## src/rtl/core/ssid_pkg.sv

```systemverilog
// Package for the sorted set store: sizes, codes and transaction types.
package ssid_pkg;

  // Store depth and derived widths
  localparam int unsigned Depth  = 16;
  localparam int unsigned IdxW   = $clog2(Depth);
  localparam int unsigned CntW   = $clog2(Depth + 1);

  // Fixed field widths
  localparam int unsigned KeyW   = 32;
  localparam int unsigned PosW   = 4;
  localparam int unsigned EntryW = 5;
  localparam logic [PosW-1:0] PosMax = '1;

  // Request kinds
  typedef enum logic {
    REQ_INSERT = 1'b0,
    REQ_DELETE = 1'b1
  } req_type_e;

  // Result status codes
  typedef enum logic [2:0] {
    ST_INSERTED  = 3'd0,
    ST_DUPLICATE = 3'd1,
    ST_REMOVED   = 3'd2,
    ST_NOT_FOUND = 3'd3,
    ST_FULL      = 3'd4
  } status_e;

  // Controller states
  typedef enum logic {
    S_IDLE = 1'b0,
    S_CMP  = 1'b1
  } state_e;

  // Per-cell update operation
  typedef enum logic [1:0] {
    UPD_HOLD = 2'd0,
    UPD_INS  = 2'd1,
    UPD_DEL  = 2'd2
  } upd_e;

  // Command broadcast to every cell
  typedef struct packed {
    logic cmp;
    upd_e upd;
  } cell_cmd_t;

  // Request transaction
  typedef struct packed {
    req_type_e               req_type;
    logic signed [KeyW-1:0]  value;
  } req_t;

  // Result transaction
  typedef struct packed {
    status_e               status;
    logic [PosW-1:0]       position;
    logic [EntryW-1:0]     entry_count;
  } rsp_t;

endpackage

```

## src/rtl/core/ssid_cell.sv

```systemverilog
// One storage cell of the sorted chain: holds a key, compares, shifts.
module ssid_cell (
  input  logic                               clk_i,
  input  logic                               rst_ni,
  input  ssid_pkg::cell_cmd_t                cmd_i,
  input  logic signed [ssid_pkg::KeyW-1:0]   key_i,
  input  logic                               valid_i,
  input  logic signed [ssid_pkg::KeyW-1:0]   left_val_i,
  input  logic                               left_lt_i,
  input  logic signed [ssid_pkg::KeyW-1:0]   right_val_i,
  output logic signed [ssid_pkg::KeyW-1:0]   val_o,
  output logic                               lt_o,
  output logic                               eq_o
);

  logic signed [ssid_pkg::KeyW-1:0] val_q, val_d;
  logic lt_q, lt_d, eq_q, eq_d;

  // Compare flags, taken when a request arrives
  always_comb begin
    lt_d = lt_q;
    eq_d = eq_q;
    if (cmd_i.cmp) begin
      lt_d = valid_i && (val_q < key_i);
      eq_d = valid_i && (val_q == key_i);
    end
  end

  always_ff @(posedge clk_i or negedge rst_ni) begin
    if (!rst_ni) begin
      lt_q <= 1'b0;
      eq_q <= 1'b0;
    end else begin
      lt_q <= lt_d;
      eq_q <= eq_d;
    end
  end

  // Shift: cells below the key's place hold, the rest move one step
  always_comb begin
    val_d = val_q;
    case (cmd_i.upd)
      ssid_pkg::UPD_INS: begin
        if (!lt_q) begin
          val_d = left_lt_i ? key_i : left_val_i;
        end
      end
      ssid_pkg::UPD_DEL: begin
        if (!lt_q) begin
          val_d = right_val_i;
        end
      end
      default: val_d = val_q;
    endcase
  end

  always_ff @(posedge clk_i) begin
    val_q <= val_d;
  end

  assign val_o = val_q;
  assign lt_o  = lt_q;
  assign eq_o  = eq_q;

endmodule

```

## src/rtl/core/sorted_set_insert_delete.sv

```systemverilog
// Top level of the sorted set store: request control and the cell chain.
//
// Keeps up to 16 signed 32-bit keys in ascending order without duplicates,
// in a chain of cells that each hold one key. When a request is accepted,
// every cell compares its key against the request key in parallel and
// registers less/equal flags; then, in the compare state, the position and
// hit are decoded from those flags and the cells shift up (insert) or down
// (delete) by one place from their neighbors, while the result is loaded
// into the output register. No new request is accepted until the current
// one has made its update; a waiting result holds the update step until
// the output register frees up. No clearing pass is needed after reset.
module sorted_set_insert_delete (
  input  logic           clk_i,
  input  logic           rst_ni,
  input  logic           in_valid_i,
  output logic           in_stall_o,
  input  ssid_pkg::req_t in_data_i,
  output logic           out_valid_o,
  input  logic           out_stall_i,
  output ssid_pkg::rsp_t out_data_o
);

  localparam int unsigned Depth = ssid_pkg::Depth;
  localparam int unsigned CntW  = ssid_pkg::CntW;

  ssid_pkg::state_e state_q, state_d;
  ssid_pkg::req_type_e type_q;
  logic signed [ssid_pkg::KeyW-1:0] key_q, key_bus;
  logic [CntW-1:0] count_q, count_d;
  ssid_pkg::rsp_t out_q, out_d;
  logic out_valid_q, out_valid_d;

  logic accept, do_upd, out_free;
  ssid_pkg::cell_cmd_t cmd;
  ssid_pkg::upd_e upd_sel;
  ssid_pkg::status_e status_w;

  logic signed [ssid_pkg::KeyW-1:0] val_w [Depth];
  logic [Depth-1:0] lt_w, eq_w, valid_w;
  logic [Depth:0]   lt_ext;
  logic [CntW-1:0]  pos_w;
  logic hit, full;

  assign out_free = !out_valid_q || !out_stall_i;

  // Next state
  always_comb begin
    state_d = state_q;
    unique case (state_q)
      ssid_pkg::S_IDLE: if (in_valid_i) state_d = ssid_pkg::S_CMP;
      ssid_pkg::S_CMP:  if (out_free)   state_d = ssid_pkg::S_IDLE;
      default:          state_d = ssid_pkg::S_IDLE;
    endcase
  end

  // State outputs
  always_comb begin
    accept     = 1'b0;
    do_upd     = 1'b0;
    in_stall_o = 1'b1;
    unique case (state_q)
      ssid_pkg::S_IDLE: begin
        in_stall_o = 1'b0;
        accept     = in_valid_i;
      end
      ssid_pkg::S_CMP: begin
        do_upd = out_free;
      end
      default: begin
        in_stall_o = 1'b1;
      end
    endcase
  end

  // Request registers
  always_ff @(posedge clk_i) begin
    if (accept) begin
      key_q  <= in_data_i.value;
      type_q <= in_data_i.req_type;
    end
  end

  assign key_bus = (state_q == ssid_pkg::S_IDLE) ? in_data_i.value : key_q;

  // Occupied cells as a thermometer of the count
  always_comb begin
    for (int i = 0; i < Depth; i++) begin
      valid_w[i] = (CntW'(i) < count_q);
    end
  end

  // Position: the edge of the less-than thermometer
  always_comb begin
    lt_ext = {1'b0, lt_w};
    pos_w  = '0;
    for (int i = 0; i < Depth; i++) begin
      pos_w = pos_w | ((lt_ext[i] && !lt_ext[i+1]) ? CntW'(i + 1) : '0);
    end
  end

  assign hit  = |eq_w;
  assign full = (count_q == CntW'(Depth));

  // Decide the update and the result
  always_comb begin
    upd_sel  = ssid_pkg::UPD_HOLD;
    status_w = ssid_pkg::ST_NOT_FOUND;
    count_d  = count_q;
    if (type_q == ssid_pkg::REQ_INSERT) begin
      if (hit) begin
        status_w = ssid_pkg::ST_DUPLICATE;
      end else if (full) begin
        status_w = ssid_pkg::ST_FULL;
      end else begin
        status_w = ssid_pkg::ST_INSERTED;
        upd_sel  = ssid_pkg::UPD_INS;
        count_d  = count_q + CntW'(1);
      end
    end else begin
      if (hit) begin
        status_w = ssid_pkg::ST_REMOVED;
        upd_sel  = ssid_pkg::UPD_DEL;
        count_d  = count_q - CntW'(1);
      end
    end
  end

  assign cmd.cmp = accept;
  assign cmd.upd = do_upd ? upd_sel : ssid_pkg::UPD_HOLD;

  // Result register
  always_comb begin
    out_d       = out_q;
    out_valid_d = out_valid_q;
    if (do_upd) begin
      out_d.status      = status_w;
      out_d.position    = (pos_w > CntW'(ssid_pkg::PosMax)) ? ssid_pkg::PosMax
                                                              : pos_w[ssid_pkg::PosW-1:0];
      out_d.entry_count = ssid_pkg::EntryW'(count_d);
      out_valid_d       = 1'b1;
    end else if (!out_stall_i) begin
      out_valid_d = 1'b0;
    end
  end

  always_ff @(posedge clk_i) begin
    out_q <= out_d;
  end

  always_ff @(posedge clk_i or negedge rst_ni) begin
    if (!rst_ni) begin
      state_q     <= ssid_pkg::S_IDLE;
      count_q     <= '0;
      out_valid_q <= 1'b0;
    end else begin
      state_q     <= state_d;
      out_valid_q <= out_valid_d;
      if (do_upd) begin
        count_q <= count_d;
      end
    end
  end

  assign out_valid_o = out_valid_q;
  assign out_data_o  = out_q;

  // Cell chain
  for (genvar g = 0; g < Depth; g++) begin : g_cell
    logic signed [ssid_pkg::KeyW-1:0] left_val, right_val;
    logic left_lt;

    if (g == 0) begin : g_first
      assign left_val = key_bus;
      assign left_lt  = 1'b1;
    end else begin : g_mid
      assign left_val = val_w[g-1];
      assign left_lt  = lt_w[g-1];
    end

    if (g == Depth - 1) begin : g_last
      assign right_val = val_w[g];
    end else begin : g_inner
      assign right_val = val_w[g+1];
    end

    ssid_cell u_cell (
      .clk_i       (clk_i),
      .rst_ni      (rst_ni),
      .cmd_i       (cmd),
      .key_i       (key_bus),
      .valid_i     (valid_w[g]),
      .left_val_i  (left_val),
      .left_lt_i   (left_lt),
      .right_val_i (right_val),
      .val_o       (val_w[g]),
      .lt_o        (lt_w[g]),
      .eq_o        (eq_w[g])
    );
  end

endmodule

```

## config.mk

```make
export PLATFORM = sky130hd
export DESIGN_NAME = sorted_set_insert_delete
export DESIGN_NICKNAME = d
export VERILOG_FILES = /design/src/rtl/core/ssid_pkg.sv /design/src/rtl/core/ssid_cell.sv /design/src/rtl/core/sorted_set_insert_delete.sv
export SDC_FILE = /design/constraint.sdc
export NUM_CORES = 2
export LEC_CHECK = 0
export BUFFER_PORTS_ARGS = -buffer_cell sky130_fd_sc_hd__buf_2
export CORE_MARGIN = 4
export CORE_UTILIZATION = 45
export DETAILED_ROUTE_END_ITERATION = 12
export HOLD_SLACK_MARGIN = 0.06
export PLACE_DENSITY_LB_ADDON = 0.12
export SLEW_MARGIN = 10
export SYNTH_ARGS = -nofsm -noshare
export SYNTH_HDL_FRONTEND = slang
export SYNTH_SLANG_ARGS = --single-unit
```

## constraint.sdc

```tcl
create_clock -name clk_i -period 4.13 [get_ports clk_i]
set_input_delay 0.826 -clock clk_i [delete_from_list [all_inputs] [get_ports clk_i]]
set_output_delay 0.826 -clock clk_i [all_outputs]
set_load 0.01 [all_outputs]
```

==> results.md <==
- The flow ran to the end, and the final reports show no timing, DRC or antenna violations.
- The depth of the most critical reg-to-reg path is 10.
- The finished layout holds 5541 standard cells, fillers aside.
- The post-route clock skew is 27.1 ps.
- The maximum number of pins on one net before global-route repair is 255.
- In the global route stage, overall resource usage came out at 24.5%.
- The number of antenna violations at the first check in global routing came to 3.
- Yosys printed 0 warnings.
- The number of register bits inferred by synthesis is 596.
- The total core area is 87000 µm².
- The setup-violating endpoint count in the final report is 0.
- For the pin with the worst max-slew slack, the measured transition is 1150 ps.
- The critical path goes through buf_12 -> mux2i_4 -> buf_4 -> ha_1 -> nand4_1 -> nor4_1 -> a22oi_1 -> o211ai_1 -> or3_1 -> o21ai_0.
- Of the total synthesized cell area, the portion taken by AND, OR, NAND and NOR gates is 14.8%.
- The adder and majority cell fraction of the synthesized area is 16.4%.
- In this run the critical register-to-register path is launched from state_q$_DFF_PN0_.
- The leakage power is 16.2 nW.
- The post-CTS resize count is 0.
- The clock transition time at the flip-flop clock pins of the worst setup and hold paths is 60 ps.
- The number of clock buffers added by TritonCTS is 74.
- TritonCTS built the clock tree.
- The cts-stage hold buffer count is 0.
- The worst setup path is launched from a flop.
- The number of library cell types mapped by synthesis is 52.
- The share of cell area taken by muxes after synthesis is 1.67%.
- The post-route setup TNS is 0 ps.
- The critical path required time is 4620 ps.
- The most used flip-flop cell after synthesis is sky130_fd_sc_hd__edfxtp_1.
- Yosys mapped a number of flops with a built-in enable equal to 557.
- The element type at the critical path end is a flop.
- The clock root buffer is sky130_fd_sc_hd__clkbuf_16.
- The register-to-register setup slack is 340 ps.
- Summing over every cut layer, the via total after detailed routing is 32484.
- The setup path with the least slack is of type reg2reg.
- The later pin in the worst-skew pair is clocked with a latency of 630 ps.
- The first global-routing pass estimated 182000 µm of wire.
- The post-synthesis net count is 4895.
- The fraction of final layout cells sized beyond drive strength 1 is 7.71%.
- The average wire per standard cell is 21.0 µm.
- The number of nets in the layout is 4885.
- In this run the number of H-tree levels came out at 3.
- The first detailed-routing pass ran for 6 iterations.
- The synthesized instance count is 4339.
- The sequential area share after synthesis is 44.7%.
- For this design the ratio of total power to cell area is 691 nW/µm².
- The die boundary width is 305 µm.
- Summing the areas of all xor and xnor instances in the mapped netlist gives 0.133% of the synthesized area.
- The startpoint of the most critical setup path is state_q$_DFF_PN0_.
- The detailed placement HPWL is 84200 µm.
- The share of flip-flops with an asynchronous set or reset after synthesis is 6.54%.
- The critical path runs through a total of 10 cells.
- The floorplan step set the die height to 305 µm.
- The combinational family with the most area after synthesis is compound AO/OA/AOI/OAI gates.
- The post-synthesis area per instance is 9.12 µm².
- The maximum number of buffers from clock root to sink is 3.
- 51 I/O pins were placed.
- Buffers placed on the I/O ports in this run total 50.
- Timing would allow up to 264 MHz.
- The post-detailed-route DRC marker count is 0.
- On the worst path, the slowest cell contributes a delay of 790 ps.
- The mapped netlist covers 39600 µm².
- The kind of path behind the tightest hold check is in2async.
- The total count of max-transition violations in the final report is 0.
- The master of the slowest instance on the critical path is sky130_fd_sc_hd__dfrtp_4.
- The final critical delay including setup and external delays is 3790 ps.
- Data arrives at the worst endpoint at 4290 ps.
- The die covers 92800 µm².
- The most common cell after layout, fill and taps aside is sky130_fd_sc_hd__nand2_1.
- The cell row count is 108.
- Max-cap violations in this run came to 0.
- The final layout contains routed wiring with a total length of 116000 µm.
- The number of cells in the design after placement is 5408.
- Once the clock tree was built, the setup fixing pass inserted 0 buffers.
- The critical path ends at g_cell[3].u_cell.lt_o$_DFFE_PN0P_.
- The share of the synthesized area in compound gates (AO/OA/AOI/OAI) is 18.9%.
- Leaving out fill and tap cells, the most frequent cells in the layout are sky130_fd_sc_hd__nand2_1 (866), sky130_fd_sc_hd__o21ai_0 (761), sky130_fd_sc_hd__edfxtp_1 (557), sky130_fd_sc_hd__ha_1 (518), sky130_fd_sc_hd__a21oi_1 (458).
- The total count of hold-check failures in the final report was 0.
- The global placement routability congestion is 0.887.
- The end of the worst register-to-register path is g_cell[3].u_cell.lt_o$_DFFE_PN0P_.
- The area growth from synthesis to layout is 12.0%.
- Across the VDD grid, the largest voltage drop is 441 µV.
- The aggregate global routing overflow is 0.
- In this run the remaining antenna-violating nets after routing total 0.
- The worst pin sits at a relative slew slack of 21.3%.
- Setup repair after global routing left no endpoint under its margin.
- The tree built by TritonCTS fans out to 596 sinks.
- In the routed layout, each cell is associated on average with a via count of 5.86.
- The number of global-route vias before repair is 31289.
- For this configuration, the core starts out at a cell density of 45.5%.
- The starting DRC count in detailed routing is 3382.
- The kind of cell with the highest combined delay on the critical path is simple AND/OR/NAND/NOR gates.
- In the finished design, the share of the clock period the worst path needs comes to 91.9%.
- The largest fanout on the critical path is 18.
- The critical path contains buffers and inverters numbering 2 combined.
- The diode insertion count for antenna repair is 0.
[per-stage QoR]
step	total power [mW]	hold WS, ps	util [%]	worst slack, ps	instance area (µm²)
floorplan	19.1	439	-	-328	39600
global placement	23.9	457	48.3	504	42100
detailed placement	24.3	466	48.3	437	42100
CTS	30.7	340	51.0	428	44400
global route	33.1	361	51.0	245	44400
finish	30.6	356	51.0	336	44400
[cells by family after synthesis]
logic type,after synthesis
and+or+nand+nor,1411
AOI/OAI and AO/OA,1396
adders and majority gates,519
xor gates and xnor gates,6
muxes,66
buffers and inverters,345
DFF,596
[worst min path at each step]
stage                                                  start                            endpoint  slack, ps  cells after the start
after CTS                                             rst_ni   g_cell[1].u_cell.lt_o$_DFFE_PN0P_        340                      1
after global placement    g_cell[12].u_cell.eq_o$_DFFE_PN0P_  g_cell[12].u_cell.eq_o$_DFFE_PN0P_        460                      2
after floorplan            g_cell[1].u_cell.eq_o$_DFFE_PN0P_   g_cell[1].u_cell.eq_o$_DFFE_PN0P_        440                      2
after detailed placement  g_cell[12].u_cell.eq_o$_DFFE_PN0P_  g_cell[12].u_cell.eq_o$_DFFE_PN0P_        470                      2
after global routing                           in_data_i[32]                    type_q$_DFFE_PP_        360                      1
final                                                 rst_ni   g_cell[1].u_cell.lt_o$_DFFE_PN0P_        360                      1
[flip-flops by register name, indices dropped and copies added (netlist names)]
signal,cells
g_cell.u_cell.val_o,512
g_cell.u_cell.eq_o,16
g_cell.u_cell.lt_o,16
out_valid_o,1
count_q,5
type_q,1
state_q,1
out_data_o,12
key_q,32
[cell usage after synthesis (5+ instances only)]
master	n	area share [%]
sky130_fd_sc_hd__nand2_1	866	8.2
sky130_fd_sc_hd__o21ai_0	761	9.6
sky130_fd_sc_hd__edfxtp_1	557	42
sky130_fd_sc_hd__ha_1	519	16
sky130_fd_sc_hd__a21oi_1	473	6.0
sky130_fd_sc_hd__nor2_1	284	2.7
sky130_fd_sc_hd__clkbuf_1	239	2.3
sky130_fd_sc_hd__nand4_1	97	1.5
sky130_fd_sc_hd__inv_1	88	0.83
sky130_fd_sc_hd__nand3_1	68	0.86
sky130_fd_sc_hd__mux2i_1	64	1.6
sky130_fd_sc_hd__a21o_1	43	0.82
sky130_fd_sc_hd__dfrtp_1	39	2.5
sky130_fd_sc_hd__nor4_1	31	0.49
sky130_fd_sc_hd__a221o_1	20	0.51
sky130_fd_sc_hd__a221oi_1	14	0.31
sky130_fd_sc_hd__buf_1	13	0.12
sky130_fd_sc_hd__o31ai_1	13	0.25
sky130_fd_sc_hd__nor3_1	12	0.15
sky130_fd_sc_hd__a22oi_1	11	0.21
sky130_fd_sc_hd__and2_0	11	0.17
sky130_fd_sc_hd__or4_1	11	0.21
sky130_fd_sc_hd__a22o_1	10	0.22
sky130_fd_sc_hd__a32oi_1	9	0.20
sky130_fd_sc_hd__o211ai_1	8	0.15
sky130_fd_sc_hd__a211oi_1	7	0.13
sky130_fd_sc_hd__o41ai_1	7	0.15
sky130_fd_sc_hd__nor2b_1	6	0.095
sky130_fd_sc_hd__and3_1	5	0.079
sky130_fd_sc_hd__buf_2	5	0.063
[report_power, final]
group / internal, mW / switching (mW)
Sequential: 9.23 / 1.62
Clock: 3.63 / 2.71
Combinational: 4.96 / 8.49
[layer usage]
| metal | GRT usage [%] | vias to the layer above | share of wire, % |
|---|---|---|---|
| li1 | - | 15945 | - |
| met1 | 36.0 | 15511 | 47 |
| met2 | 38.7 | 877 | 45 |
| met3 | 2.76 | 151 | 5.7 |
| met4 | 6.56 | 0 | 2.2 |
| met5 | 0 | - | 0 |
[final cells by class]
cell class / instances / area (µm²)
timing repair buffer: 171 / 1410
tap: 1155 / 1450
fill: 8067 / 42700
sequential: 596 / 17700
inverter: 88 / 330
clock buffer: 100 / 2020
clock inverter: 33 / 258
multi-input combinational: 3398 / 21200
No activity file was read; power rests on OpenSTA's default activity.
